## config.mk

```make
export PLATFORM = sky130hd
export DESIGN_NAME = option_tlv_stream_parser_top
export DESIGN_NICKNAME = d
export VERILOG_FILES = /design/src/rtl/otsp_pkg.sv /design/src/rtl/option_tlv_stream_parser_top.sv
export SDC_FILE = /design/constraint.sdc
export NUM_CORES = 2
export LEC_CHECK = 0
export ABC_AREA = 1
export BUFFER_PORTS_ARGS = -buffer_cell sky130_fd_sc_hd__buf_2
export CORE_MARGIN = 2
export CORE_UTILIZATION = 38
export DETAILED_ROUTE_END_ITERATION = 7
export MAX_ROUTING_LAYER = met4
export PLACE_DENSITY_LB_ADDON = 0.3
export SLEW_MARGIN = 20
export SYNTH_ARGS = -nofsm -noshare
export SYNTH_HDL_FRONTEND = slang
export SYNTH_SLANG_ARGS = --single-unit
```

## constraint.sdc

```tcl
create_clock -name i_clk -period 5.4 [get_ports i_clk]
set_input_delay 0.27 -clock i_clk [delete_from_list [all_inputs] [get_ports i_clk]]
set_output_delay 0.27 -clock i_clk [all_outputs]
set_load 0.02 [all_outputs]
```

## src/rtl/otsp_pkg.sv

```systemverilog
// Types and constants of the option TLV stream parser.
// No dependencies; imported by the top level and its checker.
`default_nettype none

package otsp_pkg;

    typedef enum logic [1:0] {
        KIND_HEADER = 2'd0,
        KIND_VALUE  = 2'd1,
        KIND_ERROR  = 2'd2
    } t_kind;

    typedef struct packed {
        logic [7:0] in_byte;
        logic       buffer_end;
    } t_in;

    typedef struct packed {
        t_kind       kind;
        logic [63:0] option_type;
        logic [63:0] value_length;
        logic [7:0]  value_byte;
        logic        empty_marker;
        logic        option_end;
        logic        run_last;
    } t_out;

    localparam int FIFO_DEPTH  = 4;
    localparam int FIFO_PTR_W  = 2;
    localparam int FIFO_CNT_W  = 3;
    localparam int CONT_BIT    = 7;
    localparam int DIGIT_W     = 7;
    localparam logic [FIFO_CNT_W-1:0] FIFO_STALL_AT = 3'd3;

endpackage

`default_nettype wire

```

## src/rtl/option_tlv_stream_parser_top.sv

```systemverilog
// Option TLV stream parser: base-128 varint length/type decode and value pass-through.
// Depends on otsp_pkg.
//
//   channel   direction  handshake                  payload
//   in        input      i_in_valid / o_in_stall    i_in_data   (otsp_pkg::t_in)
//   out       output     o_out_valid / i_out_stall  o_out_data  (otsp_pkg::t_out)
//   cfg       input      i_cfg_we                   i_cfg_wdata (saturate_enable)
//
// One byte is taken per cycle while o_in_stall is low; its results are written
// to a four-entry result queue in the same edge, so the first result can be visible
// in the cycle after the transfer; a second (error) result goes in behind it.
// o_in_stall is registered and rises when the queue holds three or more results.
// Synchronous reset clears the parse state and the queue; saturate_enable resets to 1.
`default_nettype none

module option_tlv_stream_parser_top #(
    parameter int VALUE_WIDTH = 64
) (
    input  logic            i_clk,
    input  logic            i_rst_n,
    input  logic            i_in_valid,
    input  otsp_pkg::t_in   i_in_data,
    output logic            o_in_stall,
    output logic            o_out_valid,
    output otsp_pkg::t_out  o_out_data,
    input  logic            i_out_stall,
    input  logic            i_cfg_we,
    input  logic            i_cfg_wdata
);
    import otsp_pkg::*;

    localparam int W = VALUE_WIDTH;
    localparam logic [W-1:0] VMASK = '1;

    typedef enum logic [2:0] {
        PH_LEN   = 3'b001,
        PH_TYPE  = 3'b010,
        PH_VALUE = 3'b100
    } t_phase;

    t_phase                 r_phase, n_phase;
    logic [W-1:0]           r_acc, n_acc;
    logic [W-1:0]           r_rem, n_rem;
    logic                   r_ovf, n_ovf;
    logic                   r_sat;
    logic                   r_in_stall, n_in_stall;
    logic [FIFO_CNT_W-1:0]  r_count, n_count;
    logic [FIFO_PTR_W-1:0]  r_wr_ptr, n_wr_ptr;
    logic [FIFO_PTR_W-1:0]  r_rd_ptr, n_rd_ptr;
    t_out                   r_fifo [FIFO_DEPTH];

    logic          accept;
    logic          more;
    logic          last;
    logic [W-1:0]  absorbed;
    logic          ovf;
    logic [W-1:0]  varint;
    logic [W-1:0]  rem_dec;
    logic          done;
    logic          restart;
    logic          res_v;
    logic          err_v;
    logic          pop;
    t_out          res;
    t_out          err_res;

    assign accept   = i_in_valid && !r_in_stall;
    assign more     = i_in_data.in_byte[CONT_BIT];
    assign last     = i_in_data.buffer_end;
    assign absorbed = {r_acc[W-DIGIT_W-1:0], i_in_data.in_byte[DIGIT_W-1:0]};
    assign ovf      = r_ovf | (|r_acc[W-1:W-DIGIT_W]);
    assign varint   = (ovf && r_sat) ? VMASK : absorbed;
    assign rem_dec  = r_rem - W'(1);
    assign done     = (rem_dec == '0);

    always_comb begin
        err_res          = '0;
        err_res.kind     = KIND_ERROR;
        err_res.run_last = 1'b1;
    end

    always_comb begin
        n_phase = r_phase;
        n_acc   = r_acc;
        n_rem   = r_rem;
        n_ovf   = r_ovf;
        res     = '0;
        res_v   = 1'b0;
        err_v   = 1'b0;
        restart = 1'b0;
        if (accept) begin
            case (r_phase)
                PH_TYPE: begin
                    n_rem = rem_dec;
                    n_acc = absorbed;
                    n_ovf = ovf;
                    if (more) begin
                        if (done || last) begin
                            err_v   = 1'b1;
                            restart = 1'b1;
                        end
                    end else begin
                        res_v              = 1'b1;
                        res.kind           = KIND_HEADER;
                        res.option_type    = 64'(varint);
                        res.value_length   = 64'(rem_dec);
                        res.option_end     = done;
                        n_acc              = '0;
                        n_ovf              = 1'b0;
                        if (done) begin
                            restart = 1'b1;
                        end else if (last) begin
                            err_v   = 1'b1;
                            restart = 1'b1;
                        end else begin
                            n_phase = PH_VALUE;
                        end
                    end
                end
                PH_VALUE: begin
                    n_rem          = rem_dec;
                    res_v          = 1'b1;
                    res.kind       = KIND_VALUE;
                    res.value_byte = i_in_data.in_byte;
                    res.option_end = done;
                    if (done) begin
                        restart = 1'b1;
                    end else if (last) begin
                        err_v   = 1'b1;
                        restart = 1'b1;
                    end
                end
                default: begin
                    n_acc = absorbed;
                    n_ovf = ovf;
                    if (more) begin
                        n_phase = PH_LEN;
                        if (last) begin
                            err_v   = 1'b1;
                            restart = 1'b1;
                        end
                    end else if (varint == '0) begin
                        res_v            = 1'b1;
                        res.kind         = KIND_HEADER;
                        res.empty_marker = 1'b1;
                        res.option_end   = 1'b1;
                        restart          = 1'b1;
                    end else if (last) begin
                        err_v   = 1'b1;
                        restart = 1'b1;
                    end else begin
                        n_rem   = varint;
                        n_acc   = '0;
                        n_ovf   = 1'b0;
                        n_phase = PH_TYPE;
                    end
                end
            endcase
            res.run_last = !err_v;
        end
        if (restart) begin
            n_phase = PH_LEN;
            n_acc   = '0;
            n_rem   = '0;
            n_ovf   = 1'b0;
        end
    end

    assign pop        = (r_count != '0) && !i_out_stall;
    assign n_count    = r_count + FIFO_CNT_W'(res_v) + FIFO_CNT_W'(err_v)
                        - FIFO_CNT_W'(pop);
    assign n_wr_ptr   = r_wr_ptr + FIFO_PTR_W'(res_v) + FIFO_PTR_W'(err_v);
    assign n_rd_ptr   = r_rd_ptr + FIFO_PTR_W'(pop);
    assign n_in_stall = (n_count >= FIFO_STALL_AT);

    always_ff @(posedge i_clk) begin
        if (!i_rst_n) begin
            r_phase    <= PH_LEN;
            r_acc      <= '0;
            r_rem      <= '0;
            r_ovf      <= 1'b0;
            r_sat      <= 1'b1;
            r_in_stall <= 1'b0;
            r_count    <= '0;
            r_wr_ptr   <= '0;
            r_rd_ptr   <= '0;
        end else begin
            r_phase    <= n_phase;
            r_acc      <= n_acc;
            r_rem      <= n_rem;
            r_ovf      <= n_ovf;
            r_in_stall <= n_in_stall;
            r_count    <= n_count;
            r_wr_ptr   <= n_wr_ptr;
            r_rd_ptr   <= n_rd_ptr;
            if (i_cfg_we) begin
                r_sat <= i_cfg_wdata;
            end
        end
    end

    always_ff @(posedge i_clk) begin
        if (res_v) begin
            r_fifo[r_wr_ptr] <= res;
        end
        if (err_v) begin
            r_fifo[r_wr_ptr + FIFO_PTR_W'(res_v)] <= err_res;
        end
    end

    assign o_in_stall  = r_in_stall;
    assign o_out_valid = (r_count != '0);
    assign o_out_data  = r_fifo[r_rd_ptr];

endmodule

`default_nettype wire

```

== Word level (Yosys, flattened, before mapping) ==
Memories as Yosys holds them, arrays and structs flattened. A register that Yosys moved wholly into a read port is not among the register bits.
Cells that the tools add are included.

* Shifts and indexed selects: 0
* Magnitude comparators: 1
* Bitwise gates (word level): 3
* Reductions and logical operators: 16
* Muxes and demuxes: 57
* Div/mod/pow operators: 0
* $add $sub $neg: 7
* Multiply operators: 0
* Equality and inequality tests: 10

{| class="wikitable"
|+ Operator list
! cell !! number
|-
| $mux 64 || 9
|-
| $mux 128 || 2
|-
| $mux 141 || 1
|-
| $logic_not 64->1 || 2
|-
| $pmux 64 s2 || 1
|-
| $sub 64x1->64 const B || 1
|-
| $mux 1 || 27
|-
| $mux 3 || 6
|-
| $ne 2x2->1 const B || 6
|-
| $pmux 1 s2 || 5
|-
| $mux 8 || 1
|-
| $reduce_and 7->1 || 1
|-
| $reduce_or 7->1 || 1
|-
| $add 2x1->2 || 3
|-
| $add 3x1->3 || 2
|-
| $mux 2 || 3
|-
| $pmux 3 s2 || 1
|-
| $pmux 2 s2 || 1
|-
| $reduce_and 4->1 || 1
|-
| $reduce_or 2->1 || 2
|-
| $eq 3x2->1 const B || 1
|-
| $eq 3x3->1 const B || 1
|-
| $ge 3x2->1 const B || 1
|-
| $logic_and 1x1->1 || 3
|-
| other kinds (9) || 12
|}

* Output and inout port bits: 143
* Word-level logic and storage cells: 104
* Bits of input ports: 15
* Bits in writable memories: 564
* Memory bits (read-only): 0
* Latch bits: 0
* Register bits after elaboration: 141
* Memories: 1

{| class="wikitable"
|+ Memories
! memory !! depth !! bits a word !! rd ports !! clocked after Yosys merged registers in !! wr ports !! line !! source
|-
| r_fifo || 4 || 141 || 1 || 1 || 2 || option_tlv_stream_parser_top.sv:50 || <nowiki>t_out r_fifo [FIFO_DEPTH];</nowiki>
|}

== Longest topological paths before layout ==
* Depth after elaboration: 13
* Depth in mapped cells: 25
* Mapped depth without buffers: 25

== Least setup slack after synthesis ==
OpenSTA, ideal clock, no wires.

* Kind: register to register
* Start point: register r_rem[0]
* End point: register r_in_stall, in the netlist o_in_stall
* Arrival: 3177 ps
* Library setup time: 74 ps
* Cell stages (with the launch flop): 24
* Path buffers: 0
* Clock period less this slack: 3251 ps
* Path slack: 2149 ps
* Data required time: 5326 ps
* Cells stage by stage: dfxtp_1 > inv_2 > ha_1 > nand2_2 > nor2_2 > nand2_2 > nor2_4 > nand2_1 > nand2_1 > nand2_1 > nor2_1 > nand2_1 > nor2_1 > nand2_1 > nor2_2 > nand3_1 > nand3_4 > a21oi_1 > fa_1 > inv_1 > fa_1 > nor2_1 > nand2_1 > o21ai_0

* Longest elaborated chain between the ends: 11
* Elaborated cells on any way between the ends: 12
* Classes of those cells: add/sub (3); order compare (1); mux (6); reduce/logical (2)

{| class="wikitable"
|+ RTL lines
! what !! line !! source
|-
| start, declared || option_tlv_stream_parser_top.sv:43 || <nowiki>logic [W-1:0] r_rem, n_rem;</nowiki>
|-
| start signal, assigned || option_tlv_stream_parser_top.sv:190 || <nowiki>r_rem <= n_rem;</nowiki>
|-
| $sub 64x1->64 (*) || option_tlv_stream_parser_top.sv:73 || <nowiki>assign rem_dec = r_rem - W'(1);</nowiki>
|-
| $logic_not 64->1 (*) || option_tlv_stream_parser_top.sv:74 || <nowiki>assign done = (rem_dec == '0);</nowiki>
|-
| $logic_or 1x1->1 || option_tlv_stream_parser_top.sv:98 || <nowiki>if (done || last) begin</nowiki>
|-
| $mux 1 || option_tlv_stream_parser_top.sv:98 ||
|-
| $mux 1 || option_tlv_stream_parser_top.sv:97 || <nowiki>if (more) begin</nowiki>
|-
| $pmux 1 s2 (*) || option_tlv_stream_parser_top.sv:92 || <nowiki>case (r_phase)</nowiki>
|-
| $mux 1 (*) (2 in series) || option_tlv_stream_parser_top.sv:91 || <nowiki>if (accept) begin</nowiki>
|-
| $add 3x1->3 (*) || option_tlv_stream_parser_top.sv:170 || <nowiki>assign n_count = r_count + FIFO_CNT_W'(res_v) + FIFO_CNT_W'(err_v)</nowiki>
|-
| $sub 3x1->3 (*) || option_tlv_stream_parser_top.sv:171 || <nowiki>- FIFO_CNT_W'(pop);</nowiki>
|-
| $ge 3x2->1 (*) || option_tlv_stream_parser_top.sv:174 || <nowiki>assign n_in_stall = (n_count >= FIFO_STALL_AT);</nowiki>
|-
| end signal, assigned || option_tlv_stream_parser_top.sv:192 || <nowiki>r_in_stall <= n_in_stall;</nowiki>
|-
| end, declared || option_tlv_stream_parser_top.sv:46 || <nowiki>logic r_in_stall, n_in_stall;</nowiki>
|}

Mark *: on every way between the ends. The rest lies on a longest branch, timed or not. The select of a mux whose other input is x is not followed.
A chain may end at the register's enable or synchronous reset.

==> impl_metrics.ini <==
[critical_path]
reg2reg_depth = 20
cp.required_ns = 5.95
ff2ff_setup_slack_ns = 0.98
crit_top_cell = nand2_2
cp_cell_sequence = inv_2, ha_1, nand2_2, nor2_8, nand2_2, xor2_1, nand3_1, nor2_1, nand2_1, nor2_1, nand2_1, nor2_2, nand2_2, nand2_2, nand3_4, nand2_4, nand3_4, buf_12, nand2_1, inv_1
worstSetupStartpointType = flip-flop
cp_slowest_cell = nand3_4
crit_path_end_kind = flip-flop
worstReg2RegEnd = r_fifo[2][51]$_SDFFE_PP0P_
crit_type = flip-flop to flip-flop
cp_max_fo = 37
r2r-start = r_rem[0]$_SDFFE_PP0P_
cp_data_arrival_time_ns = 4.97
critical-path-max-stage-delay_ns = 0.74

[sta]
hold_violations = 0
final.min_clock_period_ns = 4.42
skew_ns = 0.0302
finalCritPeriodShare_pct = 81.9
relSlewSlack_pct = 24.6
setup_viol = 0
maxSlewViolCount = 0
tightest_slew_ns = 1.13
fmax_ghz = 0.226
fin_setup_tns_ns = 0
rsz0062_at_grt = no

[place]
dp_hpwl_um = 80000
dp.cells = 7141
numPortBuffers = 157
gp_congestion = 1.04

[logic_synthesis]
yosysSeqAreaShare_pct = 37.7
synthCells = 6006
ys_types = 37
syn_area_sq_um = 37500
avgSynthCellArea_sq_um = 6.24
synthArstFlopShare_pct = 0
syn_nets = 6029
synth_seq_cells = 705
yosys_warnings = 0
synth_edf_count = 0
ys.flop_type = dfxtp_1

[route]
vias = 35700
drtAntennaViolNets = 0
finalWirelength_um = 123000
drt_pass1_iterations = 6
drt_iter0_markers = 3087
drcViolationCount = 0
vias_per_cell = 4.90
wire_per_inst_um = 16.9

[cts]
path_clk_slew_ns = 0.06
insertion_delay_ns = 0.66
cts_tree = built
cts_resized = 0
cts-htree-levels = 3
numCtsBuffers = 80
cts_sinks = 705
cts-root-buf = clkbuf_16
clk_path_buf_depth = 3

[floorplan]
fp.dieH_um = 318
io_pins = 158
core_area_sq_um = 98000
row_count = 115
die_x_um = 318
start_util_pct = 38.2
fp.dieArea_sq_um = 101000

[final_layout]
area_growth_pct = 10.7
drive_gt1_share_pct = 18.1
fin_cells = 7290
nets = 5962

[run]
maxCapViolCount = 0

[worst_hold_path]
hold_path_depth = 4
hp-start = i_in_data[0]
hold_class = input port to flip-flop
hold_path_end = r_phase[1]$_SDFFE_PP0P_

[pwr]
ir_drop_v = 0.000249
power_per_cell_area_nw_per_um2 = 443
cellLeakagePower_nw = 22.6
power.total_w = 0.0184

[grt]
grt_pass1_vias = 32700
antenna_found_initial = 6
grt_max_degree = 153
grt_pass1_wl_um = 191000
grt.overflow.total = 0
track_usage_pct = 24.5

[status]
outcome = complete, no violations
## cell usage after synthesis, drive strengths merged, types with 5 or more instances
cell	count	area share, %
nor2	1529	16
nand2	1187	14
inv	955	9.6
a21oi	769	10
dfxtp	705	38
o21ai	249	3.3
clkbuf	247	2.5
buf	111	2.1
nand3	81	1.2
o211ai	38	0.76
nor3	32	0.43
nand4	19	0.32
nand3b	18	0.36
o22ai	13	0.22
xor2	12	0.28
nor4	10	0.17
o31ai	8	0.16
ha	6	0.20
xnor2	5	0.12
## flip-flops by register name (all words and copies together) (netlist names)
register and flops:
r_phase 3, r_sat 1, o_in_stall 1, r_count 3, r_wr_ptr 2, r_rem 64
r_ovf 1, r_fifo 564, r_rd_ptr 2, r_acc 64
## metrics by stage
step,setup slack (ns),utilization [%],instance area [sq um],hold slack (ns)
3_5_place_dp,1.02,39.6,38800,0.438
4_1_cts,0.996,42.3,41400,0.114
5_1_grt,0.743,42.3,41400,0.146
3_3_place_gp,1.11,39.6,38800,0.434
6_report,0.978,42.3,41400,0.152
2_1_floorplan,2.15,-,37500,0.363
## kinds of logic after synthesis
| group | count (synthesis) | synth area share (%) |
|---|---|---|
| and+or+nand+nor | 2879 | 32.6 |
| buffers and inverters | 1315 | 14.2 |
| AOI/OAI and AO/OA | 1082 | 14.8 |
| DFF | 705 | 37.7 |
| xor gates and xnor gates | 17 | 0.398 |
| adders and majority gates | 8 | 0.307 |
## power breakdown
part / internal (W) / switching, W / leakage [nW]
Clock: 0.00311 / 0.00230 / 1.27
Combinational: 0.00196 / 0.00454 / 15.6
Sequential: 0.00605 / 0.000399 / 5.74
Total: 0.0111 / 0.00725 / 22.6
## worst max-delay path: cells and delay by family, from the launching register on
kind                       cells  cell delay (ns)
DFF                            1             0.34
xor gates and xnor gates       1             0.37
adders and majority gates      1             0.23
and+or+nand+nor               15             2.72
buffers and inverters          3             0.61
## metal layers
layer	vias to the layer above	track usage, %	wire length (um)
met2	1048	39.3	57100
met4	0	7.13	3380
met1	16400	32.1	55000
met3	190	3.24	7820
li1	18100	-	-
met5	-	-	0
## cell type report
type                       instances  area, sq um
clock buffer                     123         2390
fill                           10400        56500
clock inverter                    20          183
timing repair buffer             209         1430
multi-input combinational       3986        18100
inverter                         957         3620
antenna                            3         7.51
tap                             1287         1610
sequential                       705        14100
## what timing repair did
| action | CTS | global route |
|---|---|---|
| buffers inserted | 0 | 0 |
| endpoints found under the setup margin | 0 | 0 |
| endpoints found under the hold margin | 4 | 0 |
| hold buffers | 3 | 0 |
## worst max path at each step
stage | start | end | slack (ns)
6_report | r_rem[0]$_SDFFE_PP0P_ | r_fifo[2][51]$_SDFFE_PP0P_ | 0.98
5_1_grt | r_rem[0]$_SDFFE_PP0P_ | r_fifo[2][51]$_SDFFE_PP0P_ | 0.74
4_1_cts | r_rem[0]$_SDFFE_PP0P_ | r_fifo[2][51]$_SDFFE_PP0P_ | 1.0
3_5_place_dp | r_rem[0]$_SDFFE_PP0P_ | r_fifo[2][51]$_SDFFE_PP0P_ | 1.02
3_3_place_gp | r_rem[0]$_SDFFE_PP0P_ | r_fifo[2][51]$_SDFFE_PP0P_ | 1.11
2_1_floorplan | r_rem[0]$_SDFFE_PP0P_ | o_in_stall$_SDFF_PN0_ | 2.15
## cell usage in the layout, fill, tap and decap left out, drive strengths merged, types with 19 or more instances in the layout
cell type and instances:
nand3 81, o21ai 249, o211ai 38, nor3 32, dfxtp 705, a21oi 769, nand4 19, buf 206
nor2 1529, clkbuf 123, nand2 1187, inv 960
Power figures use the tool's default switching activity.
